==> config.mk <==
export PLATFORM = sky130hd
export DESIGN_NAME = btm_ctrl
export DESIGN_NICKNAME = d
export VERILOG_FILES = /design/src/sv/btm_pkg.sv /design/src/sv/btm_ctrl.sv
export SDC_FILE = /design/constraint.sdc
export NUM_CORES = 1
export LEC_CHECK = 0
export BUFFER_PORTS_ARGS = -buffer_cell sky130_fd_sc_hd__buf_2
export CORE_UTILIZATION = 24
export CTS_BUF_LIST = sky130_fd_sc_hd__clkbuf_8
export CTS_CLUSTER_DIAMETER = 40
export CTS_CLUSTER_SIZE = 10
export DETAILED_ROUTE_END_ITERATION = 8
export GPL_ROUTABILITY_DRIVEN = 0
export PLACE_DENSITY_LB_ADDON = 0.2
export SYNTH_ARGS = -nofsm -noshare
export SYNTH_HDL_FRONTEND = slang
export SYNTH_SLANG_ARGS = --single-unit
==> constraint.sdc <==
create_clock -name clock -period 2.03 [get_ports clock]
set_clock_uncertainty 0.1 [all_clocks]
set_input_delay 0.203 -clock clock [delete_from_list [all_inputs] [get_ports clock]]
set_output_delay 0.203 -clock clock [all_outputs]
set_load 0.05 [all_outputs]
==> src/sv/btm_pkg.sv <==
// Shared command codes, channel widths and controller/datapath interface types.
package btm_pkg;

   // Program characters
   localparam logic [7:0] CMD_INC   = 8'h2B;  // '+'
   localparam logic [7:0] CMD_DEC   = 8'h2D;  // '-'
   localparam logic [7:0] CMD_RIGHT = 8'h3E;  // '>'
   localparam logic [7:0] CMD_LEFT  = 8'h3C;  // '<'
   localparam logic [7:0] CMD_OUT   = 8'h2E;  // '.'
   localparam logic [7:0] CMD_IN    = 8'h2C;  // ','
   localparam logic [7:0] CMD_MUL   = 8'h2A;  // '*'
   localparam logic [7:0] CMD_DIV   = 8'h2F;  // '/'
   localparam logic [7:0] CMD_SKIP  = 8'h40;  // '@'
   localparam logic [7:0] CMD_OR    = 8'h5F;  // '_'
   localparam logic [7:0] CMD_AND   = 8'h60;  // '`'
   localparam logic [7:0] CMD_XOR   = 8'h3B;  // ';'

   localparam int REQ_DATA_W = 16;
   localparam int RSP_DATA_W = 8;
   localparam int RSP_USER_W = 3;

   localparam int USER_OUT_VALID   = 0;
   localparam int USER_DIV_BY_ZERO = 1;
   localparam int USER_WAS_SKIPPED = 2;

   // Step strobes from the controller
   typedef struct packed {
      logic capture;
      logic decode;
      logic read_a;
      logic read_b;
      logic div_write;
      logic load_rsp;
      logic clear;
   } btm_cmd_type;

   // Status back to the controller
   typedef struct packed {
      logic skip_pending;
      logic needs_read;
      logic is_binop;
      logic is_div;
      logic b_zero;
      logic div_done;
      logic clear_last;
   } btm_status_type;

endpackage

==> src/sv/btm_ctrl.sv <==
// Sequencer: clearing pass, per-item step control and result handshake.
module btm_ctrl (
   input  logic                    clock,
   input  logic                    reset,
   input  logic                    req_tvalid,
   output logic                    req_tready,
   output logic                    rsp_tvalid,
   input  logic                    rsp_tready,
   output btm_pkg::btm_cmd_type    cmd,
   input  btm_pkg::btm_status_type status
);
   import btm_pkg::*;

   localparam logic [2:0] ST_CLEAR  = 3'd0;
   localparam logic [2:0] ST_IDLE   = 3'd1;
   localparam logic [2:0] ST_DECODE = 3'd2;
   localparam logic [2:0] ST_READ_A = 3'd3;
   localparam logic [2:0] ST_READ_B = 3'd4;
   localparam logic [2:0] ST_DIV    = 3'd5;
   localparam logic [2:0] ST_FINISH = 3'd6;

   logic [2:0] state_ff, state_in;
   logic       rsp_valid_ff, rsp_valid_in;
   logic       slot_free;

   assign slot_free = !rsp_valid_ff || rsp_tready;

   always_comb begin
      state_in = state_ff;
      cmd      = '0;
      unique case (state_ff)
         ST_CLEAR: begin
            cmd.clear = 1'b1;
            if (status.clear_last) begin
               state_in = ST_IDLE;
            end
         end
         ST_IDLE: begin
            if (req_tvalid) begin
               cmd.capture = 1'b1;
               state_in    = ST_DECODE;
            end
         end
         ST_DECODE: begin
            cmd.decode = 1'b1;
            if (!status.skip_pending && status.needs_read) begin
               state_in = ST_READ_A;
            end else begin
               state_in = ST_FINISH;
            end
         end
         ST_READ_A: begin
            cmd.read_a = 1'b1;
            state_in   = status.is_binop ? ST_READ_B : ST_FINISH;
         end
         ST_READ_B: begin
            cmd.read_b = 1'b1;
            state_in   = (status.is_div && !status.b_zero) ? ST_DIV : ST_FINISH;
         end
         ST_DIV: begin
            if (status.div_done) begin
               cmd.div_write = 1'b1;
               state_in      = ST_FINISH;
            end
         end
         ST_FINISH: begin
            // hold until the output register can take the result
            if (slot_free) begin
               cmd.load_rsp = 1'b1;
               state_in     = ST_IDLE;
            end
         end
         default: state_in = ST_IDLE;
      endcase
   end

   always_comb begin
      rsp_valid_in = rsp_valid_ff;
      if (cmd.load_rsp) begin
         rsp_valid_in = 1'b1;
      end else if (rsp_tready) begin
         rsp_valid_in = 1'b0;
      end
   end

   always_ff @(posedge clock) begin
      if (reset) begin
         state_ff     <= ST_CLEAR;
         rsp_valid_ff <= 1'b0;
      end else begin
         state_ff     <= state_in;
         rsp_valid_ff <= rsp_valid_in;
      end
   end

   assign req_tready = (state_ff == ST_IDLE);
   assign rsp_tvalid = rsp_valid_ff;

endmodule

==> results.toml <==
[floorplanning]
die-area_mm2 = 0.00183
initial_core_util_pct = 26.2
dieHeight_um = 42.8
core_mm2 = 0.00152
pin_count = 20
die_w_um = 42.8
rows = 14

[clock_tree]
cts_hold_buf = 0
htree_levels = 1
post_cts_buffers = 0
cts_tree = "yes"
worst_skew_pair.late_latency_ns = 0.21
cts_root_buffer = "clkbuf_8"
clock_path_buffers = 2
clock-sinks = 4
clkSlewWorstSetupHoldPaths_ns = 0.03
cts_buffers = 3
cts-resized-gates = 0

[critical_path]
slowest_stage = "dfxtp_1"
crit_family = "flip-flops"
arrival_ns = 1.50
required_ns = 1.73
endpoint_kind = "primary output"
crit_fanout = 10
reg2reg_from = "state_ff[1]"
path_buf_inv = 1
path_class = "flip-flop to primary output"
crit_chain = "nor3b_2 > and2_4 > buf_2"
worst-path-stages = 3
cp-start-kind = "flip-flop"
rrSetupSlack_ns = 0.31
critPathMaxStageDelay_ns = 0.57
r2r-end = "state_ff[0]"
rr_worst_depth = 5

[synthesis]
yosysTopAreaCell = "dfxtp_1"
synth_top_family_by_area = "simple AND/OR/NAND/NOR gates"
ys_ff_latch = 4
syn_area_per_cell_um2 = 8.87
yosys_warnings = 0
yosys.area_share.adder_pct = 3.13
syn-cell-area_um2 = 399
synth_nets = 57
synth_compound_area_share_pct = 27.6
synth_xor_area_share_pct = 0
yosysSeqAreaShare_pct = 20.1
synth_cell_type_count = 31
synthTopCellsByArea = "dfxtp_1 (20%), buf_6 (8.5%), nor3b_2 (6.3%)"
synth_cells = 45
synth.top_cell.area_share_pct = 20.1
synth_mux_area_share_pct = 0
synth_simple_gate_area_share_pct = 35.1

[routing]
drtIter0Drc = 5
drtPass1Iterations = 3
drc = 0
wl_per_cell_um = 11.9
viasPerCell = 4.95
dr_total_vias = 391
routed_wl_um = 938
ant_nets = 0

[final_layout]
area_growth_pct = 28.8
final_cell_mix = "buf_2 (19), dfxtp_1 (4), a21oi_1 (3), clkbuf_8 (3)"
diodes = 0
fin_util_pct = 33.7
drive_gt1_share_pct = 52.4
fill_cells = 172
layout_commonest_cell = "buf_2"
nets = 77

[pwr]
clock_power_share_pct = 51.8
p_sw_share_pct = 27.3
switching_power_mw = 0.0868
combPwrFrac_pct = 20.0
powerDensity_mw_per_mm2 = 619
ir_drop_mv = 0.183
power.total_mw = 0.318
power.internal_mw = 0.232
power_leakage_nw = 0.241
p_seq_share_pct = 28.2

[min_path]
hold_depth = 2
hp-start = "reset"
hold_end = "state_ff[2]"
hold_path_class = "input pin to flip-flop"

[sta]
hold_violations = 0
max_freq_mhz = 555
tns_ns = 0
relSlewSlack_pct = 65.4
rsz0062_at_grt = "false"
slew_viol_final = 0
timing.hold.ws_ns = 0.121
worstMarginPinSlew_ns = 0.518
setup_violations = 0
period_share_pct = 88.8
fin_crit_ns = 1.80

[placed_design]
hpwlAfterDp_um = 688
port_buffers = 19

[status]
status = "finished, final reports clean"

[global_route]
antenna_found_initial = 0
grt_max_degree = 13
grt_usage_pct = 11.0
top_usage_layer = "met2"
first_global_vias = 376
overflow = 0
grt_pass1_wl_um = 1530
grt_util_met2_pct = 16.4
grtUsageMet3_pct = 1.28
use_met1_pct = 14.6

[flow_run]
maxCapViolations = 0
## Yosys cell counts, drive strengths merged
| master | n |
|---|---|
| a211oi | 1 |
| and4bb | 1 |
| o32ai | 1 |
| inv | 4 |
| and3 | 1 |
| o211ai | 1 |
| ha | 1 |
| nand3 | 1 |
| nor3 | 3 |
| o22ai | 1 |
| dfxtp | 4 |
| nand2b | 2 |
| nor2 | 2 |
| nor3b | 4 |
| nor2b | 2 |
| o211a | 1 |
| nand2 | 1 |
| and2 | 1 |
| a311oi | 1 |
| a21oi | 4 |
| o21ai | 2 |
| a32oi | 1 |
| buf | 4 |
| o31a | 1 |
## per-stage QoR
step	setup WS, ns	instances	cell area [um2]
4_1_cts	0.207	79	514
3_3_place_gp	0.360	76	473
2_1_floorplan	0.0504	45	399
5_1_grt	0.133	79	514
6_report	0.228	79	514
3_5_place_dp	0.320	76	473
## area by class of cell
class / instances / area (um2) / share of cell area (%)
Clock buffer: 3 / 41.3 / 8.03
Inverter: 4 / 15.0 / 2.92
Multi-Input combinational cell: 33 / 263 / 51.1
Sequential cell: 4 / 80.1 / 15.6
Tap cell: 16 / 20.0 / 3.89
Timing Repair Buffer: 19 / 95.1 / 18.5
## flip-flops by register name (all words and copies together) (netlist names)
register and count:
rsp_tvalid 1, state_ff 3
## layer usage
| layer | share of wire (%) | up-vias |
|---|---|---|
| met5 | 0 | - |
| li1 | - | 200 |
| met1 | 52 | 177 |
| met3 | 4.9 | 0 |
| met2 | 43 | 14 |
| met4 | 0 | 0 |
## worst register-to-register path: stages, from the launching register on
cell      delay (ns)
dfxtp_1         0.63
inv_2           0.09
ha_1            0.31
a21oi_1         0.23
o211ai_1        0.12
o211a_1         0.14
## kinds of logic after synthesis
kind of cell / count (synthesis)
simple gates: 18
compound gates: 14
buf+inv: 8
fa+ha+maj: 1
flops: 4
## worst max-delay path by stage
| stage | end | from | slack [ns] |
|---|---|---|---|
| global placement | state_ff[0] | state_ff[1] | 0.36 |
| detailed placement | state_ff[0] | state_ff[1] | 0.32 |
| floorplan | state_ff[0] | state_ff[0] | 0.05 |
| finish | cmd[6] | state_ff[0] | 0.23 |
| global route | cmd[6] | state_ff[0] | 0.13 |
| CTS | cmd[6] | state_ff[0] | 0.21 |
## power groups by stage
stage / clock [mW] / combinational, mW / sequential, mW
5_1_grt: 0.180 / 0.0689 / 0.0905
4_1_cts: 0.170 / 0.0641 / 0.0899
6_report: 0.165 / 0.0638 / 0.0898
3_3_place_gp: 0 / 0.0643 / 0.0911
2_1_floorplan: 0 / 0.0541 / 0.0837
3_5_place_dp: 0 / 0.0637 / 0.0911
Power figures use the tool's default switching activity.
